[config.mk]
export PLATFORM = sky130hd
export DESIGN_NAME = decaying_hit_slot_table_unit
export DESIGN_NICKNAME = d
export VERILOG_FILES = /design/src/sv/dhst_pkg.sv /design/src/sv/dhst_slot_mem.sv /design/src/sv/decaying_hit_slot_table_unit.sv
export VERILOG_INCLUDE_DIRS = /design/src /design/src/sv
export SDC_FILE = /design/constraint.sdc
export NUM_CORES = 2
export LEC_CHECK = 0
export BUFFER_PORTS_ARGS = -buffer_cell sky130_fd_sc_hd__buf_2
export CORE_ASPECT_RATIO = 0.75
export CORE_UTILIZATION = 49
export DETAILED_ROUTE_END_ITERATION = 16
export HOLD_SLACK_MARGIN = 0.06
export PLACE_DENSITY = 0.78
export REMOVE_ABC_BUFFERS = 1
export SLEW_MARGIN = 30
export SYNTH_ARGS = -nofsm -noshare
export SYNTH_HDL_FRONTEND = slang
export SYNTH_SLANG_ARGS = --single-unit
[constraint.sdc]
create_clock -name clk -period 7.2 [get_ports clk]
set_clock_uncertainty 0.15 [all_clocks]
set_input_delay 1.44 -clock clk [delete_from_list [all_inputs] [get_ports clk]]
set_output_delay 1.44 -clock clk [all_outputs]
set_load 0.03 [all_outputs]
[src/sv/decaying_hit_slot_table_unit_assert.svh]
// Assertion macros used by the slot table top level.
`ifndef DECAYING_HIT_SLOT_TABLE_UNIT_ASSERT_SVH
`define DECAYING_HIT_SLOT_TABLE_UNIT_ASSERT_SVH

// Same-cycle implication, checked out of reset.
`define DHST_ASSERT_NOW(label, ante, cons, msg) \
  label: assert property (@(posedge clk) disable iff (rst) (ante) |-> (cons)) \
    else $error(msg);

// Next-cycle implication, checked out of reset.
`define DHST_ASSERT_NEXT(label, ante, cons, msg) \
  label: assert property (@(posedge clk) disable iff (rst) (ante) |=> (cons)) \
    else $error(msg);

`endif

[src/sv/dhst_pkg.sv]
// Types and constants of the decaying hit slot table.
package dhst_pkg;

  localparam int SLOTS_DEFAULT = 16;

  localparam int TAG_W     = 16;
  localparam int COORD_W   = 16;
  localparam int POS_W     = 3 * COORD_W;
  localparam int DMG_W     = 24;
  localparam int AGE_W     = 24;
  localparam int ELAPSED_W = 16;
  localparam int PROD_W    = DMG_W + ELAPSED_W;
  // damage * 4 * elapsed / 2^16 == (damage * elapsed) >> 14
  localparam int DEC_SHIFT = 14;
  localparam int DEC_W     = PROD_W - DEC_SHIFT;
  localparam int DIFF_W    = DEC_W + 1;

  localparam logic [AGE_W-1:0] AGE_ONE = 24'h010000;
  localparam logic [AGE_W-1:0] AGE_MAX = 24'hFFFFFF;
  localparam logic [DIFF_W-1:0] DAMAGE_FLOOR = DIFF_W'(2560);

  localparam int ACTIVE_W = 5;
  localparam int USED_W   = 4;

  typedef enum logic {
    OP_HIT  = 1'b0,
    OP_TICK = 1'b1
  } op_t;

  typedef enum logic [2:0] {
    ST_IDLE,
    ST_SCAN,
    ST_DRAIN,
    ST_HWRITE,
    ST_DONE
  } state_t;

  typedef struct packed {
    logic [TAG_W-1:0] tag;
    logic [POS_W-1:0] pos;
    logic [DMG_W-1:0] damage;
    logic [AGE_W-1:0] age;
  } slot_word_t;

endpackage

[src/sv/dhst_slot_mem.sv]
// Slot store: one-port-read, one-port-write memory with per-entry valid bits.
module dhst_slot_mem
  import dhst_pkg::*;
#(
  parameter int SLOTS = SLOTS_DEFAULT
) (
  input  logic                     clk,
  input  logic                     rst,
  input  logic                     rd_en,
  input  logic [$clog2(SLOTS)-1:0] rd_addr,
  output slot_word_t               rd_data,
  input  logic                     wr_en,
  input  logic [$clog2(SLOTS)-1:0] wr_addr,
  input  slot_word_t               wr_data
);

  slot_word_t       mem [SLOTS];
  logic [SLOTS-1:0] valid;
  slot_word_t       rd_word;
  logic             rd_valid;

  always_ff @(posedge clk) begin
    if (wr_en) begin
      mem[wr_addr] <= wr_data;
    end
    if (rd_en) begin
      rd_word <= mem[rd_addr];
    end
  end

  always_ff @(posedge clk) begin
    if (rst) begin
      valid    <= '0;
      rd_valid <= 1'b0;
    end else begin
      if (wr_en) begin
        valid[wr_addr] <= 1'b1;
      end
      if (rd_en) begin
        rd_valid <= valid[rd_addr];
      end
    end
  end

  // Entry never written since reset reads as all zero.
  assign rd_data = rd_valid ? rd_word : '0;

endmodule

[src/sv/decaying_hit_slot_table_unit.sv]
// Top level of the decaying hit slot table: sequencer, hit scan and tick decay.
//
//  channel | handshake            | payload
//  --------+----------------------+----------------------------------------------
//  in      | in_valid / in_ready  | operation, source_tag, pos_x/y/z, hit_damage,
//          |                      | elapsed, bubble_flag
//  out     | out_valid / out_ready| active_count, slot_used, bubble_mode
//
// A hit, and a tick with a live slot, walk the slot memory one entry a cycle
// through its single read port. A tick with no live slot skips the walk.
// Reset clears the slot store at once through per-entry valid bits; no
// clearing pass. A new item is taken while a result still waits on out;
// a stalled out holds the following result in the done state.
module decaying_hit_slot_table_unit
  import dhst_pkg::*;
#(
  parameter int SLOTS = SLOTS_DEFAULT
) (
  input  logic                        clk,
  input  logic                        rst,
  input  logic                        in_valid,
  output logic                        in_ready,
  input  logic                        operation,
  input  logic [TAG_W-1:0]            source_tag,
  input  logic signed [COORD_W-1:0]   pos_x,
  input  logic signed [COORD_W-1:0]   pos_y,
  input  logic signed [COORD_W-1:0]   pos_z,
  input  logic [DMG_W-1:0]            hit_damage,
  input  logic [ELAPSED_W-1:0]        elapsed,
  input  logic                        bubble_flag,
  output logic                        out_valid,
  input  logic                        out_ready,
  output logic [ACTIVE_W-1:0]         active_count,
  output logic [USED_W-1:0]           slot_used,
  output logic                        bubble_mode
);

`include "decaying_hit_slot_table_unit_assert.svh"

  localparam int IW  = $clog2(SLOTS);
  localparam int LCW = $clog2(SLOTS + 1);

  state_t state, state_next;

  // Held item.
  op_t                  op_r;
  logic [TAG_W-1:0]     tag_r;
  logic [POS_W-1:0]     pos_r;
  logic [DMG_W-1:0]     dmg_r;
  logic [ELAPSED_W-1:0] elapsed_r;

  // Table-wide state.
  logic [LCW-1:0] live_count;
  logic           mode_bit;
  logic [LCW-1:0] tally;
  logic [IW-1:0]  used_idx;

  // Read stream: issue, data, multiply.
  logic          rd_en;
  logic [IW-1:0] iss_idx;
  logic          d_vld;
  logic [IW-1:0] d_idx;
  slot_word_t    d_word;
  logic          m_vld;
  logic [IW-1:0] m_idx;
  slot_word_t    m_word;
  logic [PROD_W-1:0] m_prod;
  logic          pipe_empty;

  // Hit slot search trackers.
  logic          match_found;
  logic [IW-1:0] match_idx;
  logic          zero_found;
  logic [IW-1:0] zero_idx;
  logic          old_found;
  logic [IW-1:0] old_idx;
  logic [AGE_W-1:0] old_age;
  logic [IW-1:0] hit_idx;

  // Decay of the slot in the multiply stage.
  logic [DEC_W-1:0]  dec;
  logic [DIFF_W-1:0] diff;
  logic              survive;
  logic [AGE_W:0]    age_sum;
  slot_word_t        decayed;

  // Memory write port.
  logic          wr_en;
  logic [IW-1:0] wr_addr;
  slot_word_t    wr_data;

  logic in_xfer;
  logic out_load;

  assign in_xfer    = in_valid && in_ready;
  assign pipe_empty = !d_vld && !m_vld;
  assign rd_en      = (state == ST_SCAN);

  dhst_slot_mem #(
    .SLOTS(SLOTS)
  ) u_mem (
    .clk     (clk),
    .rst     (rst),
    .rd_en   (rd_en),
    .rd_addr (iss_idx),
    .rd_data (d_word),
    .wr_en   (wr_en),
    .wr_addr (wr_addr),
    .wr_data (wr_data)
  );

  // ---------------- sequencer ----------------
  always_ff @(posedge clk) begin
    if (rst) begin
      state <= ST_IDLE;
    end else begin
      state <= state_next;
    end
  end

  always_comb begin
    state_next = state;
    in_ready   = 1'b0;
    out_load   = 1'b0;
    unique case (state)
      ST_IDLE: begin
        in_ready = 1'b1;
        if (in_valid) begin
          // A tick on an empty table stores the mode flag and goes straight to done.
          if (operation == OP_TICK && live_count == '0) begin
            state_next = ST_DONE;
          end else begin
            state_next = ST_SCAN;
          end
        end
      end
      ST_SCAN: begin
        if (iss_idx == IW'(SLOTS - 1)) begin
          state_next = ST_DRAIN;
        end
      end
      ST_DRAIN: begin
        if (pipe_empty) begin
          state_next = (op_r == OP_HIT) ? ST_HWRITE : ST_DONE;
        end
      end
      ST_HWRITE: begin
        state_next = ST_DONE;
      end
      ST_DONE: begin
        if (!out_valid || out_ready) begin
          out_load   = 1'b1;
          state_next = ST_IDLE;
        end
      end
      default: begin
        state_next = ST_IDLE;
      end
    endcase
  end

  // ---------------- item capture and read stream ----------------
  always_ff @(posedge clk) begin
    if (in_xfer) begin
      op_r      <= op_t'(operation);
      tag_r     <= source_tag;
      pos_r     <= {pos_z, pos_y, pos_x};
      dmg_r     <= hit_damage;
      elapsed_r <= elapsed;
    end
    d_idx  <= iss_idx;
    m_idx  <= d_idx;
    m_word <= d_word;
    m_prod <= PROD_W'(d_word.damage) * PROD_W'(elapsed_r);
  end

  always_ff @(posedge clk) begin
    if (rst) begin
      iss_idx <= '0;
      d_vld   <= 1'b0;
      m_vld   <= 1'b0;
    end else begin
      if (in_xfer) begin
        iss_idx <= '0;
      end else if (rd_en) begin
        iss_idx <= iss_idx + IW'(1);
      end
      d_vld <= rd_en;
      m_vld <= d_vld && (op_r == OP_TICK);
    end
  end

  // ---------------- hit slot search ----------------
  always_ff @(posedge clk) begin
    if (in_xfer) begin
      match_found <= 1'b0;
      zero_found  <= 1'b0;
      old_found   <= 1'b0;
      match_idx   <= '0;
      zero_idx    <= '0;
      old_idx     <= '0;
      old_age     <= '0;
    end else if (d_vld && op_r == OP_HIT) begin
      if (!match_found && d_word.tag == tag_r) begin
        match_found <= 1'b1;
        match_idx   <= d_idx;
      end
      if (!zero_found && d_word.damage == '0) begin
        zero_found <= 1'b1;
        zero_idx   <= d_idx;
      end
      // Strictly older only: the earliest slot keeps a tie.
      if (!old_found || d_word.age > old_age) begin
        old_found <= 1'b1;
        old_idx   <= d_idx;
        old_age   <= d_word.age;
      end
    end
  end

  always_comb begin
    if (match_found) begin
      hit_idx = match_idx;
    end else if (zero_found) begin
      hit_idx = zero_idx;
    end else begin
      hit_idx = old_idx;
    end
  end

  // ---------------- tick decay ----------------
  always_comb begin
    dec     = m_prod[PROD_W-1:DEC_SHIFT];
    diff    = DIFF_W'(m_word.damage) - DIFF_W'(dec);
    // Below the floor, negative included, drops the slot.
    survive = !diff[DIFF_W-1] && (diff >= DAMAGE_FLOOR);
    age_sum = (AGE_W + 1)'(m_word.age) + (AGE_W + 1)'(elapsed_r);
    decayed = m_word;
    if (survive) begin
      decayed.damage = diff[DMG_W-1:0];
      decayed.age    = age_sum[AGE_W] ? AGE_MAX : age_sum[AGE_W-1:0];
    end else begin
      decayed.damage = '0;
      decayed.age    = '0;
      decayed.tag    = '0;
    end
  end

  // ---------------- write port ----------------
  always_comb begin
    wr_en   = 1'b0;
    wr_addr = m_idx;
    wr_data = decayed;
    if (state == ST_HWRITE) begin
      wr_en          = 1'b1;
      wr_addr        = hit_idx;
      wr_data.tag    = tag_r;
      wr_data.pos    = pos_r;
      wr_data.damage = dmg_r;
      wr_data.age    = AGE_ONE;
    end else if (m_vld && m_word.damage != '0) begin
      wr_en = 1'b1;
    end
  end

  // ---------------- counts, mode and result ----------------
  always_ff @(posedge clk) begin
    if (rst) begin
      live_count <= '0;
      mode_bit   <= 1'b0;
      tally      <= '0;
      used_idx   <= '0;
    end else begin
      if (in_xfer) begin
        tally    <= '0;
        used_idx <= '0;
        if (operation == OP_TICK) begin
          mode_bit <= bubble_flag;
        end
      end else if (m_vld && m_word.damage != '0 && survive) begin
        tally <= tally + LCW'(1);
      end
      if (state == ST_HWRITE) begin
        used_idx <= hit_idx;
        if (live_count < LCW'(SLOTS)) begin
          live_count <= live_count + LCW'(1);
        end
      end
      if (state == ST_DRAIN && pipe_empty && op_r == OP_TICK) begin
        live_count <= tally;
      end
    end
  end

  always_ff @(posedge clk) begin
    if (rst) begin
      out_valid <= 1'b0;
    end else if (out_load) begin
      out_valid <= 1'b1;
    end else if (out_ready) begin
      out_valid <= 1'b0;
    end
  end

  always_ff @(posedge clk) begin
    if (out_load) begin
      active_count <= ACTIVE_W'(live_count);
      slot_used    <= USED_W'(used_idx);
      bubble_mode  <= mode_bit;
    end
  end

  // ---------------- assertions ----------------
  `DHST_ASSERT_NEXT(a_xfer_leaves_idle, in_xfer, state != ST_IDLE, "idle after transfer in")
  `DHST_ASSERT_NOW(a_count_bound, 1'b1, live_count <= LCW'(SLOTS), "live count above slots")
  `DHST_ASSERT_NOW(a_no_rw_overlap, wr_en && rd_en, wr_addr != iss_idx, "read meets write")
  `DHST_ASSERT_NEXT(a_hit_write_done, state == ST_HWRITE, state == ST_DONE, "hit write stray")

endmodule
# Yosys cells after proc, flatten, opt, wreduce, memory -nomap -nowiden
# Memory sizes are Yosys's and may differ from the RTL's. A register that Yosys moved wholly into a read port is not among the register bits.
# Cells that the tools add are included.
dict set report word_totals {
  register_bits 356
  ramBits 1792
  input_bits 110
  output_inout_bits 12
  elab_cells 128
  memories 1
}
dict set report op_classes {
  add_sub_neg 5
  n_mul 1
  n_lt_le_gt_ge 6
  n_eq_ne 10
  n_mux 33
  bitwise 2
  n_reduce_logical 37
}
# name words word_bits read_ports rd_ports_with_merged_regs write_ports line_no
set memory_table {}
lappend memory_table {u_mem.mem 16 112 1 1 1 dhst_slot_mem.sv:17} ;# slot_word_t mem [SLOTS];
# cell n
set ops {}
lappend ops {{$mux 112} 2}
lappend ops {{$mux 48} 1}
lappend ops {{$mul 24x16->40} 1}
lappend ops {{$ge 27x12->1 const B} 1}
lappend ops {{$sub 24x26->27} 1}
lappend ops {{$add 24x16->25} 1}
lappend ops {{$gt 24x24->1} 1}
lappend ops {{$logic_not 24->1} 1}
lappend ops {{$mux 24} 1}
lappend ops {{$reduce_bool 24->1} 1}
lappend ops {{$mux 4} 5}
lappend ops {{$mux 3} 6}
lappend ops {{$eq 16x16->1} 1}
lappend ops {{$mux 16} 1}
lappend ops {{$or 16x16->16} 1}
lappend ops {{$mux 5} 3}
lappend ops {{$pmux 3 s5} 1}
lappend ops {{$logic_and 1x1->1} 13}
lappend ops {{$mux 1} 11}
lappend ops {{$add 5x1->5 const B} 2}
lappend ops {{$lt 4x5->1 const B} 2}
lappend ops {{$reduce_and 2->1} 5}
lappend ops {{$reduce_bool 2->1} 4}
lappend ops {{$logic_not 1->1} 7}
lappend ops {{17 further kinds} 21}

# Depth between registers and ports, before layout
dict set report depth {
  ltp_word 8
  depth_mapped 28
  depth_no_buf 24
}

# Cells and area by module
# From an unflattened synthesis, not the netlist that was laid out.
dict set report unflattened {
  cells_unflattened 5453
  area_unflattened_um2 97282.1
}
# module instances cells_per_inst area_per_inst_um2 seq_area_each_um2
set by_module_without_submodules {}
lappend by_module_without_submodules {dhst_slot_mem 1 2805 71980.3 57515.2}
lappend by_module_without_submodules {decaying_hit_slot_table_unit 1 2648 25301.8 7657.3}

# Worst setup path after synthesis
# No wires, ideal clock.
dict set report synth_path {
  kind {register -> register}
  from {register u_mem.rd_valid}
  to {register m_prod[33]}
  setup_time_ns 0.072
  arrival_ns 6.730
  required_time_ns 6.978
  slack_ns 0.248
  path_stages_with_launch 28
  path_buffers 4
  period_less_slack_ns 6.952
  cell_sequence {dfxtp_1 clkbuf_1 clkbuf_1 clkbuf_1 and2_1 clkbuf_1 nand2_1 fa_1 inv_1 fa_1 inv_1 fa_1 inv_1 fa_1 fa_1 inv_1 fa_1 inv_1 ha_1 a222oi_1 o211a_1 o31ai_1 a21boi_1 o211ai_1 a21oi_1 nor2b_1 o31ai_1 xnor2_1}
}
# element line_no
set synth_rtl {}
lappend synth_rtl {{start: declaration} dhst_slot_mem.sv:20} ;# logic rd_valid;
lappend synth_rtl {{start signal: assignment} dhst_slot_mem.sv:40} ;# rd_valid <= valid[rd_addr];
lappend synth_rtl {{end signal: assignment} decaying_hit_slot_table_unit.sv:174} ;# m_prod <= PROD_W'(d_word.damage) * PROD_W'(elapsed_r);
lappend synth_rtl {{end: declaration} decaying_hit_slot_table_unit.sv:67} ;# logic [PROD_W-1:0] m_prod;

# Worst setup path in the final report
dict set report layout_path {
  from {register u_mem.rd_valid}
  to {register m_prod[33]}
}
dict set report layout_between {
  elab_chain_cells 2
}
# element line_no
set layout_rtl {}
lappend layout_rtl {{$mux 112} dhst_slot_mem.sv:46} ;# assign rd_data = rd_valid ? rd_word : '0;
lappend layout_rtl {{$mul 24x16->40} decaying_hit_slot_table_unit.sv:174}
# Every way passes these cells.
# A chain may end at the register's enable or synchronous reset.

==> impl_metrics.py <==
metrics = {
    "layout": {
        "drive_gt1_share_pct": 19.4,
        "final_cells": 6127,
        "fin_nets": 4876,
        "area_growth_pct": 12.2,
        "fill_cells": 9681,
        "multiInputGateArea_um2": 23400,
        "finish.utilization_pct": 55.5,
        "diodes": 0,
        "final_cell_area_um2": 71600,
        "regArea_um2": 38300,
    },
    "power_and_ir_drop": {
        "power_mw": 24.0,
        "p_per_area_nw_per_um2": 335,
        "worst_ir_drop_vdd_v": 0.00109,
        "leakage_nw": 26.6,
    },
    "drt": {
        "via_per_inst": 6.02,
        "drc": 0,
        "wl_per_cell_um": 26.8,
        "via_count": 36900,
        "dr.pass1.iters": 8,
        "ant_nets": 0,
        "wl_um": 164000,
        "drt_iter0_markers": 4570,
    },
    "worst_setup_path": {
        "r2r_setup_slack_ns": 0.37,
        "worst_path_most_repeated_cell": "fa_1",
        "worstPathArrival_ns": 7.37,
        "crit_path_start": "u_mem.rd_valid$_SDFFE_PP0P_",
        "max_stage_delay_ns": 0.51,
        "r2r-end": "m_prod[33]$_DFF_P_",
        "crit_type": "flop to flop",
        "endpoint_kind": "flop",
        "cp_max_fo": 14,
        "worstSetupEndpoint": "m_prod[33]$_DFF_P_",
        "cp_cell_sequence": "clkbuf_8 -> and2_1 -> buf_4 -> nand2_1 -> fa_1 -> inv_1 -> fa_1 -> fa_1 -> fa_1 -> fa_1 -> inv_1 -> fa_1 -> inv_1 -> ha_1 -> a21o_1 -> a21o_1 -> a221oi_2 -> nor2_1 -> a21oi_1 -> o211ai_1 -> a21oi_1 -> nor2b_1 -> o31ai_1 -> xnor2_1",
        "r2r_start": "u_mem.rd_valid$_SDFFE_PP0P_",
        "critical-path-slowest-cell": "fa_1",
        "worstSetupStartpointType": "flop",
        "reg2reg_depth": 24,
        "crit_required_ns": 7.75,
    },
    "synth": {
        "synth.top_cell.area_share_pct": 54.3,
        "netlist_instances": 4108,
        "synth_cell_type_count": 76,
        "ys_ff_latch": 1334,
        "synth.area.top_cells": "edfxtp_1, mux4_2, fa_1",
        "synth_seq_area_share_pct": 59.9,
        "synth_edf_count": 1155,
        "yosys_warnings": 0,
        "synth_common_cells": "edfxtp_1, inv_1, nand2_1",
        "ys.flop_type": "edfxtp_1",
        "yosysMostFrequentCell": "edfxtp_1",
        "syn_area_per_cell_um2": 15.5,
        "synth_area_um2": 63800,
        "synthArstFlopShare_pct": 0,
        "synth_area_leader_cell": "edfxtp_1",
    },
    "sta": {
        "min_period_ns": 6.83,
        "period_share_pct": 94.8,
        "finalHoldViolCount": 0,
        "tightest_slew_ns": 1.05,
        "setup_ws_ns": 0.372,
        "setup_viol": 0,
        "fmax_mhz": 146,
        "slew_headroom_pct": 30.0,
        "drv_slew": 0,
    },
    "cts": {
        "cts_hold_buf": 0,
        "path_clk_slew_ns": 0.07,
        "cts.sinks": 1334,
        "cts.path.max_buffers": 3,
        "cts_root_buffer": "clkbuf_16",
        "numCtsBuffers": 130,
        "htreeDepth": 4,
        "clock_latency_ns": 0.77,
        "cts_tree": "built",
    },
    "global_routing": {
        "grt.total_usage_pct": 25.3,
        "grt_pass1_wl_um": 243000,
        "overflow": 0,
        "grt_pass1_vias": 37800,
        "grt_antenna_before_repair": 4,
        "grt_max_degree": 141,
    },
    "die": {
        "rows": 114,
        "die_y_um": 315,
        "fp.dieW_um": 419,
        "core_region_area_um2": 129000,
        "initial_core_util_pct": 49.4,
        "die-area_um2": 132000,
        "io_pins": 122,
    },
    "outcome": {
        "status": "completed",
    },
    "run": {
        "cap_violations": 0,
    },
    "place": {
        "place_congestion": 0.931,
        "placedCellCount": 5884,
        "port_buffers": 73,
        "place_area_um2": 67200,
        "dp_hpwl_um": 99700,
        "dp_slack_ns": 0.130,
    },
    "min_path": {
        "hold_class": "flop to flop",
    },
}
## worst min-delay path by stage
| stage | cells after the start | end | startpoint |
|---|---|---|---|
| final | 0 | m_idx[0]$_DFF_P_ | d_idx[0]$_DFF_P_ |
| after global routing | 0 | m_idx[0]$_DFF_P_ | d_idx[0]$_DFF_P_ |
| after CTS | 0 | m_idx[0]$_DFF_P_ | d_idx[0]$_DFF_P_ |
| after detailed placement | 0 | m_idx[0]$_DFF_P_ | d_idx[0]$_DFF_P_ |
| after global placement | 0 | m_idx[3]$_DFF_P_ | d_idx[3]$_DFF_P_ |
| after floorplan | 0 | m_idx[0]$_DFF_P_ | d_idx[0]$_DFF_P_ |
## cell families after synthesis
kind of cell	synth area share, %
AO/OA/AOI/OAI	3.47
multiplexers	11.8
AND/OR/NAND/NOR	6.89
XOR/XNOR	1.04
buffers and inverters	3.78
adder cells (fa/ha/maj)	13.1
flip-flops	59.9
## state kept, by name, summed over array words and instances, names as in the netlist, 5 cells and up
register,cells
u_mem.mem,1024
m_word,64
u_mem.rd_word,64
m_prod,26
dmg_r,24
old_age,24
elapsed_r,16
tag_r,16
u_mem.valid,16
active_count,5
live_count,5
tally,5
## routing by layer
| layer | track usage, % | vias to the layer above | part of all wire [%] |
|---|---|---|---|
| met2 | 40.0 | 2295 | 47 |
| met1 | 34.0 | 18700 | 38 |
| met4 | 9.12 | 0 | 3.7 |
| li1 | - | 15400 | - |
| met5 | 0 | - | 0 |
| met3 | 6.57 | 402 | 11 |
## cells in the final DEF, fill, tap and decap left out, drive strengths merged, types with 24 or more instances in the layout
master / netlist / routed
and2: 67 / 67
xor2: 27 / 27
inv: 418 / 425
clkbuf: 169 / 172
ha: 177 / 177
o31ai: 24 / 24
mux4: 325 / 325
o21ai: 86 / 86
nor4: 24 / 24
clkinv: 1 / 40
a21o: 29 / 29
nor2: 131 / 131
edfxtp: 1155 / 1155
fa: 307 / 307
a21oi: 93 / 93
nand2: 342 / 342
and3: 179 / 179
nand3: 54 / 54
xnor2: 49 / 49
dfxtp: 179 / 179
nor3: 25 / 25
buf: 45 / 255
## where the power goes
part	total [mW]	internal, mW	switching (mW)
Clock	6.91	3.87	3.04
Sequential	10.9	10.5	0.407
Combinational	6.14	1.69	4.45
Total	24.0	16.1	7.90
## area by class of cell
type | count | area share, %
Tap cell | 1740 | 3.04
Multi-Input combinational cell | 2141 | 32.6
Inverter | 419 | 2.20
Timing Repair Buffer | 256 | 2.64
Clock inverter | 66 | 1.01
Clock buffer | 171 | 5.03
Sequential cell | 1334 | 53.5
## through the flow
step,TNS (ns),hold WS [ns]
6_report,0,0.230
4_1_cts,0,0.231
2_1_floorplan,-391.45,0.213
3_3_place_gp,0,0.229
3_5_place_dp,0,0.228
5_1_grt,-0.00164,0.237
## what timing repair did
item,4_1_cts,5_1_grt
endpoints found under the setup margin,0,12
buffers inserted,0,4
gates resized for setup,0,7
## critical path: cells and delay by family (launching register included)
family | cells | cell delay [ns]
adders and majority gates | 7 | 3.24
AOI/OAI and AO/OA | 7 | 1.49
buffers and inverters | 5 | 0.63
and+or+nand+nor | 4 | 0.59
DFF | 1 | 0.48
xor gates and xnor gates | 1 | 0.16
(Power assumes the default switching activity.)
